### config.mk
export PLATFORM = sky130hd
export DESIGN_NAME = flicker_frame_sequencer
export DESIGN_NICKNAME = d
export VERILOG_FILES = /design/src/hdl/ffs_pkg.sv /design/src/hdl/ffs_div.sv /design/src/hdl/flicker_frame_sequencer.sv
export SDC_FILE = /design/constraint.sdc
export NUM_CORES = 1
export LEC_CHECK = 0
export BUFFER_PORTS_ARGS = -buffer_cell sky130_fd_sc_hd__buf_2
export CAP_MARGIN = 10
export CORE_MARGIN = 10
export CORE_UTILIZATION = 40
export CTS_BUF_LIST = sky130_fd_sc_hd__clkbuf_4 sky130_fd_sc_hd__clkbuf_8 sky130_fd_sc_hd__clkbuf_16
export DETAILED_ROUTE_END_ITERATION = 12
export PLACE_DENSITY_LB_ADDON = 0.25
export SETUP_SLACK_MARGIN = 0.15
export SLEW_MARGIN = 10
export SYNTH_ARGS = -nofsm -noshare
export SYNTH_HDL_FRONTEND = slang
export SYNTH_SLANG_ARGS = --single-unit
### constraint.sdc
create_clock -name aclk -period 9.92 [get_ports aclk]
set_input_delay 1.984 -clock aclk [delete_from_list [all_inputs] [get_ports aclk]]
set_output_delay 1.984 -clock aclk [all_outputs]
set_load 0.005 [all_outputs]
### src/hdl/ffs_pkg.sv
`timescale 1ns / 1ps
// ----------------------------------------------------------------------------
// ffs_pkg
// Shared widths, register indexes and types of the flicker frame sequencer.
// ----------------------------------------------------------------------------
package ffs_pkg;

    // default width of the random draw fraction
    localparam int DRAW_BITS_DEF = 16;

    // fixed field widths
    localparam int REFRESH_W = 8;
    localparam int FLICKER_W = 7;
    localparam int FRAMES_W  = 8;
    localparam int CFG_W     = 8;

    // divider steps, one quotient bit per cycle
    localparam int DIV_STEPS = REFRESH_W;
    localparam int DIV_CNT_W = $clog2(DIV_STEPS);

    // configuration register indexes
    typedef enum logic {
        REG_REFRESH_RATE = 1'b0,
        REG_FLICKER_RATE = 1'b1
    } ffs_reg_idx_t;

    // divider status towards the sequencer
    typedef struct packed {
        logic busy;
        logic done;
    } ffs_div_status_t;

endpackage

### src/hdl/ffs_div.sv
`timescale 1ns / 1ps
// ----------------------------------------------------------------------------
// ffs_div
// Restoring divider of the refresh rate by the flicker rate, one quotient
// bit per cycle, giving frames per period and the count of long periods.
// ----------------------------------------------------------------------------
module ffs_div
    import ffs_pkg::*;
(
    input  logic                 aclk,
    input  logic                 aresetn,
    input  logic                 start,
    input  logic [REFRESH_W-1:0] dividend,
    input  logic [FLICKER_W-1:0] divisor,
    output logic [REFRESH_W-1:0] quotient,
    output logic [FLICKER_W-1:0] remainder,
    output ffs_div_status_t      status
);

    logic                 busy_reg;
    logic                 busy_next;
    logic                 done_reg;
    logic                 done_next;
    logic [DIV_CNT_W-1:0] cnt_reg;
    logic [DIV_CNT_W-1:0] cnt_next;
    logic [FLICKER_W-1:0] rem_reg;
    logic [FLICKER_W-1:0] rem_next;
    logic [REFRESH_W-1:0] quo_reg;
    logic [REFRESH_W-1:0] quo_next;

    logic [FLICKER_W:0]   trial;
    logic [FLICKER_W:0]   diff;
    logic                 fits;

    // one trial subtraction per cycle
    always_comb begin
        trial = {rem_reg, quo_reg[REFRESH_W-1]};
        fits  = trial >= {1'b0, divisor};
        diff  = trial - {1'b0, divisor};
    end

    // step control
    always_comb begin
        busy_next = busy_reg;
        done_next = 1'b0;
        cnt_next  = cnt_reg;
        rem_next  = rem_reg;
        quo_next  = quo_reg;
        if (start) begin
            busy_next = 1'b1;
            cnt_next  = '0;
            rem_next  = '0;
            quo_next  = dividend;
        end else if (busy_reg) begin
            rem_next = fits ? diff[FLICKER_W-1:0] : trial[FLICKER_W-1:0];
            quo_next = {quo_reg[REFRESH_W-2:0], fits};
            cnt_next = cnt_reg + 1'b1;
            if (cnt_reg == DIV_CNT_W'(DIV_STEPS - 1)) begin
                busy_next = 1'b0;
                done_next = 1'b1;
            end
        end
    end

    // control registers
    always_ff @(posedge aclk) begin
        if (!aresetn) begin
            busy_reg <= 1'b0;
            done_reg <= 1'b0;
            cnt_reg  <= '0;
        end else begin
            busy_reg <= busy_next;
            done_reg <= done_next;
            cnt_reg  <= cnt_next;
        end
    end

    // datapath registers
    always_ff @(posedge aclk) begin
        rem_reg <= rem_next;
        quo_reg <= quo_next;
    end

    assign quotient    = quo_reg;
    assign remainder   = rem_reg;
    assign status.busy = busy_reg;
    assign status.done = done_reg;

endmodule

### src/hdl/flicker_frame_sequencer.sv
`timescale 1ns / 1ps
// ----------------------------------------------------------------------------
// flicker_frame_sequencer
// Gives one second of square-wave flicker periods as frame count pairs.
// ----------------------------------------------------------------------------
// Each input word asks for the next flicker period and returns one result
// word. A word that does not reload passes the draw multiply, pick and output
// register states before the next input word is taken. A reload (restart
// set, or the second used up) runs the shared restoring divider over the 8
// bits of the refresh rate, one bit per cycle, before the multiply; a reload
// that ends in the rate error or the steady case goes straight to output.
// The input is not ready while a word is being worked on; a finished word
// waits in the output register while the next input word is taken.
// Register writes take effect at the next reload.
// ----------------------------------------------------------------------------
module flicker_frame_sequencer
    import ffs_pkg::*;
#(
    parameter int DRAW_BITS = DRAW_BITS_DEF
) (
    input  logic                 aclk,
    input  logic                 aresetn,
    input  logic                 cfg_wr_en,
    input  logic                 cfg_index,
    input  logic [CFG_W-1:0]     cfg_wdata,
    input  logic                 s_valid,
    output logic                 s_ready,
    input  logic                 s_restart,
    input  logic [DRAW_BITS-1:0] s_draw,
    output logic                 m_valid,
    input  logic                 m_ready,
    output logic [FRAMES_W-1:0]  m_first_half_frames,
    output logic [FRAMES_W-1:0]  m_second_half_frames,
    output logic                 m_last,
    output logic                 m_rate_error
);

    localparam int PROD_W = DRAW_BITS + FLICKER_W;

    typedef enum logic [4:0] {
        ST_IDLE = 5'b00001,
        ST_DIV  = 5'b00010,
        ST_MUL  = 5'b00100,
        ST_PICK = 5'b01000,
        ST_OUT  = 5'b10000
    } ffs_state_t;

    ffs_state_t           state_reg;
    ffs_state_t           state_next;

    logic [REFRESH_W-1:0] refresh_reg;
    logic [FLICKER_W-1:0] flicker_reg;

    logic [FLICKER_W-1:0] long_left_reg;
    logic [FLICKER_W-1:0] long_left_next;
    logic [FLICKER_W-1:0] short_left_reg;
    logic [FLICKER_W-1:0] short_left_next;
    logic [FLICKER_W-1:0] long_total_reg;
    logic [FLICKER_W-1:0] long_total_next;
    logic [FLICKER_W-1:0] short_total_reg;
    logic [FLICKER_W-1:0] short_total_next;
    logic [FRAMES_W-1:0]  base_frames_reg;
    logic [FRAMES_W-1:0]  base_frames_next;

    logic [DRAW_BITS-1:0] draw_reg;
    logic [DRAW_BITS-1:0] draw_next;
    logic [PROD_W-1:0]    prod_reg;
    logic [PROD_W-1:0]    prod_next;

    logic [FRAMES_W-1:0]  res_first_reg;
    logic [FRAMES_W-1:0]  res_first_next;
    logic [FRAMES_W-1:0]  res_second_reg;
    logic [FRAMES_W-1:0]  res_second_next;
    logic                 res_last_reg;
    logic                 res_last_next;
    logic                 res_err_reg;
    logic                 res_err_next;

    logic                 m_valid_reg;
    logic                 m_valid_next;
    logic [FRAMES_W-1:0]  m_first_reg;
    logic [FRAMES_W-1:0]  m_second_reg;
    logic                 m_last_reg;
    logic                 m_err_reg;

    logic                 accept;
    logic                 reload;
    logic                 too_high;
    logic                 out_free;
    logic                 div_start;
    logic [REFRESH_W-1:0] div_quo;
    logic [FLICKER_W-1:0] div_rem;
    ffs_div_status_t      div_status;

    logic [FLICKER_W-1:0] rate;
    logic                 draw_long;
    logic                 take_long;
    logic [FRAMES_W-1:0]  half_lo;
    logic [FRAMES_W-1:0]  half_hi;
    logic [FLICKER_W-1:0] k_long;
    logic [FLICKER_W-1:0] k_short;

    // shared divider
    ffs_div u_div (
        .aclk      (aclk),
        .aresetn   (aresetn),
        .start     (div_start),
        .dividend  (refresh_reg),
        .divisor   (flicker_reg),
        .quotient  (div_quo),
        .remainder (div_rem),
        .status    (div_status)
    );

    // configuration registers
    always_ff @(posedge aclk) begin
        if (!aresetn) begin
            refresh_reg <= REFRESH_W'(60);
            flicker_reg <= '0;
        end else if (cfg_wr_en) begin
            unique case (ffs_reg_idx_t'(cfg_index))
                REG_REFRESH_RATE: refresh_reg <= cfg_wdata[REFRESH_W-1:0];
                REG_FLICKER_RATE: flicker_reg <= cfg_wdata[FLICKER_W-1:0];
                default: ;
            endcase
        end
    end

    // handshake and reload decision
    assign s_ready   = (state_reg == ST_IDLE);
    assign accept    = s_valid && s_ready;
    assign out_free  = !m_valid_reg || m_ready;
    assign reload    = s_restart || (long_left_reg == '0 && short_left_reg == '0);
    assign too_high  = {flicker_reg, 1'b0} > {1'b0, refresh_reg};
    assign div_start = accept && reload && !too_high && (flicker_reg != '0);

    // period choice and half split
    always_comb begin
        rate      = long_total_reg + short_total_reg;
        draw_long = prod_reg[DRAW_BITS +: FLICKER_W] < long_total_reg;
        take_long = (long_left_reg != '0) && ((short_left_reg == '0) || draw_long);
        k_long    = long_left_reg - 1'b1;
        k_short   = short_left_reg - 1'b1;
        half_lo   = base_frames_reg >> 1;
        half_hi   = half_lo + 1'b1;
    end

    // sequencer
    always_comb begin
        state_next       = state_reg;
        long_left_next   = long_left_reg;
        short_left_next  = short_left_reg;
        long_total_next  = long_total_reg;
        short_total_next = short_total_reg;
        base_frames_next = base_frames_reg;
        draw_next        = draw_reg;
        prod_next        = prod_reg;
        res_first_next   = res_first_reg;
        res_second_next  = res_second_reg;
        res_last_next    = res_last_reg;
        res_err_next     = res_err_reg;
        m_valid_next     = m_valid_reg && !m_ready;

        unique case (state_reg)
            ST_IDLE: begin
                if (accept) begin
                    draw_next = s_draw;
                    if (reload) begin
                        long_left_next   = '0;
                        short_left_next  = '0;
                        long_total_next  = '0;
                        short_total_next = '0;
                        base_frames_next = '0;
                        res_first_next   = '0;
                        res_last_next    = 1'b1;
                        if (too_high) begin
                            res_second_next = '0;
                            res_err_next    = 1'b1;
                            state_next      = ST_OUT;
                        end else if (flicker_reg == '0) begin
                            res_second_next = refresh_reg;
                            res_err_next    = 1'b0;
                            state_next      = ST_OUT;
                        end else begin
                            state_next = ST_DIV;
                        end
                    end else begin
                        state_next = ST_MUL;
                    end
                end
            end
            ST_DIV: begin
                if (div_status.done) begin
                    base_frames_next = div_quo;
                    long_total_next  = div_rem;
                    short_total_next = flicker_reg - div_rem;
                    long_left_next   = div_rem;
                    short_left_next  = flicker_reg - div_rem;
                    state_next       = ST_MUL;
                end
            end
            ST_MUL: begin
                prod_next  = PROD_W'(draw_reg) * PROD_W'(rate);
                state_next = ST_PICK;
            end
            ST_PICK: begin
                res_err_next = 1'b0;
                if (!base_frames_reg[0]) begin
                    // even frames per period: long periods carry the spare frame
                    if (take_long && (k_long < (long_total_reg >> 1))) begin
                        res_first_next  = half_lo;
                        res_second_next = half_hi;
                    end else if (take_long) begin
                        res_first_next  = half_hi;
                        res_second_next = half_lo;
                    end else begin
                        res_first_next  = half_lo;
                        res_second_next = half_lo;
                    end
                end else begin
                    // odd frames per period: short periods lose one frame
                    if (take_long) begin
                        res_first_next  = half_hi;
                        res_second_next = half_hi;
                    end else if (k_short < (short_total_reg >> 1)) begin
                        res_first_next  = half_lo;
                        res_second_next = half_hi;
                    end else begin
                        res_first_next  = half_hi;
                        res_second_next = half_lo;
                    end
                end
                if (take_long) begin
                    long_left_next = k_long;
                end else begin
                    short_left_next = k_short;
                end
                res_last_next = (take_long ? (k_long == '0) : (long_left_reg == '0))
                             && (take_long ? (short_left_reg == '0) : (k_short == '0));
                state_next = ST_OUT;
            end
            ST_OUT: begin
                if (out_free) begin
                    m_valid_next = 1'b1;
                    state_next   = ST_IDLE;
                end
            end
            default: state_next = ST_IDLE;
        endcase
    end

    // control and count registers
    always_ff @(posedge aclk) begin
        if (!aresetn) begin
            state_reg       <= ST_IDLE;
            m_valid_reg     <= 1'b0;
            long_left_reg   <= '0;
            short_left_reg  <= '0;
            long_total_reg  <= '0;
            short_total_reg <= '0;
            base_frames_reg <= '0;
        end else begin
            state_reg       <= state_next;
            m_valid_reg     <= m_valid_next;
            long_left_reg   <= long_left_next;
            short_left_reg  <= short_left_next;
            long_total_reg  <= long_total_next;
            short_total_reg <= short_total_next;
            base_frames_reg <= base_frames_next;
        end
    end

    // payload registers
    always_ff @(posedge aclk) begin
        draw_reg       <= draw_next;
        prod_reg       <= prod_next;
        res_first_reg  <= res_first_next;
        res_second_reg <= res_second_next;
        res_last_reg   <= res_last_next;
        res_err_reg    <= res_err_next;
        if (state_reg == ST_OUT && out_free) begin
            m_first_reg  <= res_first_reg;
            m_second_reg <= res_second_reg;
            m_last_reg   <= res_last_reg;
            m_err_reg    <= res_err_reg;
        end
    end

    assign m_valid              = m_valid_reg;
    assign m_first_half_frames  = m_first_reg;
    assign m_second_half_frames = m_second_reg;
    assign m_last               = m_last_reg;
    assign m_rate_error         = m_err_reg;

endmodule

Word level (Yosys, flattened, before mapping)
Cells that the tools add are included.
{ "totals": {"ff_bits": 152, "latchBits": 0, "ramBits": 0, "romBits": 0, "in_bits": 31, "out_inout_bits": 20, "elab_cells": 146, "n_memories": 0} }
{ "classes": {"add_sub_neg": 7, "multipliers": 1, "div_mod_pow": 0, "order_cmp": 5, "n_eq_ne": 13, "shifts": 0, "muxes": 55, "bitwise_logic": 3, "reduce_logical": 38} }
{ "op_table": {"columns": ["op", "count"], "rows": [
  ["two-way mux 8 bit", 18],
  ["two-way mux 7 bit", 7],
  ["one-hot mux 8 bit (2 select lines)", 3],
  ["one-hot mux 7 bit (3 select lines)", 2],
  ["logical NOT 7 bit", 5],
  ["two-way mux 5 bit", 6],
  ["one-hot mux 7 bit (2 select lines)", 2],
  ["one-hot mux 5 bit (5 select lines)", 1],
  ["multiplier 16 x 7 -> 23 bit", 1],
  ["less-than comparator 7 x 6 -> 1 bit", 2],
  ["two-way mux 1 bit", 14],
  ["nonzero test 7 bit", 2],
  ["subtractor 7 x 1 -> 7 bit, second input constant", 2],
  ["subtractor 7 bit", 2],
  ["logical AND 1 bit", 10],
  ["AND reduction 5 bit", 2],
  ["adder 7 x 1 -> 8 bit, second input constant", 1],
  [">= comparator 8 x 7 -> 1 bit", 1],
  ["greater-than comparator 8 bit", 1],
  ["AND reduction 4 bit", 2],
  ["adder 7 bit", 1],
  ["less-than comparator 7 bit", 1],
  ["!= test 2 x 1 -> 1 bit, second input constant", 3],
  ["!= test 2 bit, second input constant", 3],
  ["other kinds (18)", 30]
]} }

Longest topological paths before layout
{ "depth": {"depth_word": 7, "depth_mapped": 26, "depth_no_buf": 25} }

Cells and area by module
Synthesis repeated with hierarchy kept, for this count alone.
{ "hier_totals": {"cells_unflattened": 1103, "hier_area_um2": 10531.4} }
{ "modules_own_cells": {"columns": ["mod", "instances", "cells_per_inst", "area_each_um2", "seq_area_each_um2"], "rows": [
  ["flicker_frame_sequencer", 1, 959, 9148.8, 2912.8],
  ["ffs_div", 1, 144, 1382.6, 480.5]
]} }

Least setup slack after synthesis
OpenSTA, ideal clock, no wires.
{ "synth_path": {"path_type": "register -> register", "startpoint": "reg long_total_reg[0]", "endpoint": "reg prod_reg[19], data pin", "setup_time_ns": 0.267, "arrival_ns": 5.577, "required_ns": 9.653, "path_slack_ns": 4.076, "path_stages_with_launch": 25, "n_path_buf": 1, "period_less_slack_ns": 5.844, "cell_sequence": "dfxtp_1 -> ha_1 -> fa_1 -> a21oi_1 -> nor2_1 -> nor2_1 -> o21bai_1 -> a21oi_1 -> xnor2_1 -> clkbuf_1 -> and2_1 -> fa_1 -> fa_1 -> fa_1 -> inv_1 -> fa_1 -> inv_1 -> ha_1 -> and4_1 -> o21ai_0 -> a31oi_1 -> o21ai_0 -> o32ai_1 -> mux2i_1 -> a221oi_1"} }
{ "synth_via": {"elab_chain_len": 2} }
{ "synth_lines": {"columns": ["element", "line_no", "source"], "rows": [
  ["start, declared", "flicker_frame_sequencer.sv:58", "logic [FLICKER_W-1:0] long_total_reg;"],
  ["start signal, assigned", "flicker_frame_sequencer.sv:267", "long_total_reg <= long_total_next;"],
  ["adder 7 bit", "flicker_frame_sequencer.sv:139", "rate = long_total_reg + short_total_reg;"],
  ["multiplier 16 x 7 -> 23 bit", "flicker_frame_sequencer.sv:203", "prod_next = PROD_W'(draw_reg) * PROD_W'(rate);"],
  ["end signal, assigned", "flicker_frame_sequencer.sv:276", "prod_reg <= prod_next;"],
  ["end, declared", "flicker_frame_sequencer.sv:67", "logic [PROD_W-1:0] prod_reg;"]
]} }
Every way passes these cells.
A chain may end at the register's enable or synchronous reset.

Worst setup path in the final report
Ends and elaborated chain as after synthesis.

==> results.json <==
{
  "outcome": "finished clean",
  "core_area_sq_um": 25100,
  "cp.arrival_ns": 6.65,
  "grt_first_pass_wirelength_mm": 39.6,
  "worstSetupStartpointType": "register",
  "portBuffers": 50,
  "p_seq_share_pct": 35.6,
  "syn_inst": 1053,
  "p_sw_share_pct": 38.4,
  "layout.cells.most_common": "inv_1",
  "multi_input_area_sq_um": 6140,
  "ff2ff_setup_slack_ns": 3.44,
  "syn_to_final_growth_pct": 11.6,
  "grt_pass1_vias": 7537,
  "ios": 51,
  "clock_latency_ns": 0.44,
  "cp-end-kind": "register",
  "timing.hold.ws_ns": 0.419,
  "drt_iter0_drc": 419,
  "finalWorstSetupSlack_ns": 3.44,
  "grt_usage_pct": 14.8,
  "synth.avg_cell_area_sq_um": 9.68,
  "p_comb_share_pct": 33.3,
  "wl_mm": 24.0,
  "vias": 7469,
  "grt_remaining_overflow": 0,
  "place_congestion": 0.870,
  "cts_max_level": 4,
  "postLayoutCellArea_sq_um": 11400,
  "seq_area_sq_um": 3390,
  "cts-buffers-inserted": 17,
  "dp_slack_ns": 3.42,
  "num-nets-final": 1287,
  "die_w_um": 180,
  "path_clk_slew_ns": 0.07,
  "timing.slew.headroom_pct": 24.5,
  "synth_area_leaders": "edfxtp_1 (20%), fa_1 (14%), dfxtp_1 (14%)",
  "die-area_sq_um": 32300,
  "fin_util_pct": 45.3,
  "synthArstFlopShare_pct": 0,
  "worst_pin_slew_ns": 1.12,
  "p_clk_share_pct": 31.1,
  "ir_drop_v": 0.000120,
  "yosysTopAreaCellShare_pct": 19.7,
  "fill_cells": 2442,
  "reg2reg_to": "prod_reg[19]",
  "rsz0062_at_grt": "no",
  "largest_reg_flops": 16,
  "hold_viol_final": 0,
  "cts_tree": "yes",
  "num_rows": 58,
  "layout-drive-gt1-share_pct": 10.4,
  "p_leak_uw": 0.00494,
  "min_to": "m_first_half_frames[0]",
  "yosys_warnings": 0,
  "synth-main-ff-cell": "dfxtp_1",
  "most-common-layout-cells": "inv_1 (138), nand2_1 (89), ha_1 (89)",
  "final.setup.tns_ns": 0,
  "p_sw_uw": 831,
  "synth.largest_area_cell": "edfxtp_1",
  "postCtsSetupBuffers": 0,
  "ctsRootBufferMaster": "clkbuf_16",
  "clock-sinks": 136,
  "die_h_um": 180,
  "routed_via_density": 5.19,
  "fin_crit_ns": 6.48,
  "yosysSeqAreaShare_pct": 33.3,
  "worstHoldStart": "res_first_reg[0]",
  "fmax_mhz": 154,
  "cts_buffer_depth": 2,
  "drv_cap": 0,
  "syn_nets": 1244,
  "placed_area_sq_um": 10800,
  "required_ns": 10.09,
  "rr_startpoint": "long_total_reg[0]",
  "dr.pass1.iters": 7,
  "detail-route-antenna-nets": 0,
  "worstPathMaxFanout": 16,
  "p_int_uw": 1330,
  "skew_ns": 0.0162,
  "whs_path_depth": 0,
  "dp_hpwl_mm": 17.8,
  "drc": 0,
  "power_density_nw_per_um2": 190,
  "ctsHoldBuffers": 0,
  "start_util_pct": 40.6,
  "finalSetupViolCount": 0,
  "num_antenna_cells": 0,
  "cts_resized": 0,
  "r2r_cells": 24,
  "netlist_area_sq_um": 10200,
  "final.period_utilization_pct": 65.3,
  "hold_path_class": "register to register",
  "antenna_found_initial": 0,
  "ys_ff_latch": 136,
  "grt_max_degree": 47,
  "synth_cell_types": 75,
  "crit_type": "register to register",
  "finalMaxSlewViolations": 0,
  "avgRoutedWirePerCell_um": 16.6,
  "synth_edf_count": 67
}
[cells by family (layout without fill, tap and decap cells)]
logic type	count (synthesis)	count (layout)	synth area share, %
mux	19	19	1.95
buf+inv	171	227	6.64
xor+xnor	40	40	3.44
compound gates	188	188	12.8
flops	136	136	33.3
fa+ha+maj	160	160	24.9
simple gates	339	339	17.1
[final cells by class]
| type | count | area share (%) |
|---|---|---|
| Clock inverter | 14 | 1.47 |
| Sequential cell | 136 | 29.8 |
| Tap cell | 330 | 3.63 |
| Inverter | 139 | 4.58 |
| Clock buffer | 18 | 3.96 |
| Timing Repair Buffer | 56 | 2.59 |
| Multi-Input combinational cell | 746 | 53.9 |
[cell usage after synthesis (5+ instances only)]
master	n
clkbuf_1	21
ha_1	89
mux2_2	7
o211ai_1	7
dfxtp_1	69
nor2b_1	10
inv_1	138
xnor2_1	30
edfxtp_1	67
and2_1	79
fa_1	71
a21o_1	10
mux2i_1	12
xor2_1	10
nand2b_1	13
nor3_1	15
o21ai_0	20
nand2_1	89
a21oi_1	47
a211oi_1	21
a21boi_0	5
nand3_1	22
a22oi_1	23
o21a_1	9
nor2_1	71
[worst max-delay path by stage]
| stage | slack [ns] | end | cells past startpoint | from |
|---|---|---|---|---|
| 2_1_floorplan | 4.08 | prod_reg[19] | 24 | long_total_reg[0] |
| 3_3_place_gp | 3.52 | prod_reg[19] | 24 | long_total_reg[0] |
| 3_5_place_dp | 3.42 | prod_reg[19] | 24 | long_total_reg[0] |
| 4_1_cts | 3.40 | prod_reg[19] | 24 | long_total_reg[0] |
| 5_1_grt | 2.95 | prod_reg[19] | 24 | long_total_reg[0] |
| 6_report | 3.44 | prod_reg[19] | 24 | long_total_reg[0] |
[per-stage QoR]
step,cells,total power [uW]
floorplan,1053,1310
global placement,1407,1490
detailed placement,1407,1500
CTS,1439,2170
global route,1439,2300
finish,1439,2160
[power groups by stage]
stage	logic [uW]	clock network (uW)	registers [uW]
floorplan	573	0	738
global placement	706	0	782
detailed placement	713	0	783
CTS	716	685	771
global route	814	704	783
finish	720	673	771
[metal layers]
layer  wire length [um]  GRT usage, %  vias up
met5                  0             0        -
met4                386          4.80        0
met3                919          2.07       31
met2              11300          24.0      157
met1              11400          20.0     3612
li1                   -             -     3669
[worst max-delay path, stage by stage (launching register included)]
cell,delay (ns)
dfxtp_1,0.32
ha_1,0.23
fa_1,0.40
a21oi_1,0.16
nor2_1,0.05
nor2_1,0.16
o21bai_1,0.08
a21oi_1,0.17
xnor2_1,0.50
nand2_1,0.21
fa_1,0.56
fa_1,0.54
inv_1,0.05
fa_1,0.53
inv_1,0.05
fa_1,0.52
inv_1,0.04
ha_1,0.28
o21a_1,0.11
o21ai_0,0.06
a31oi_1,0.35
o21ai_0,0.23
o32ai_1,0.31
mux2i_1,0.22
a221oi_1,0.06
Power figures use the tool's default switching activity.
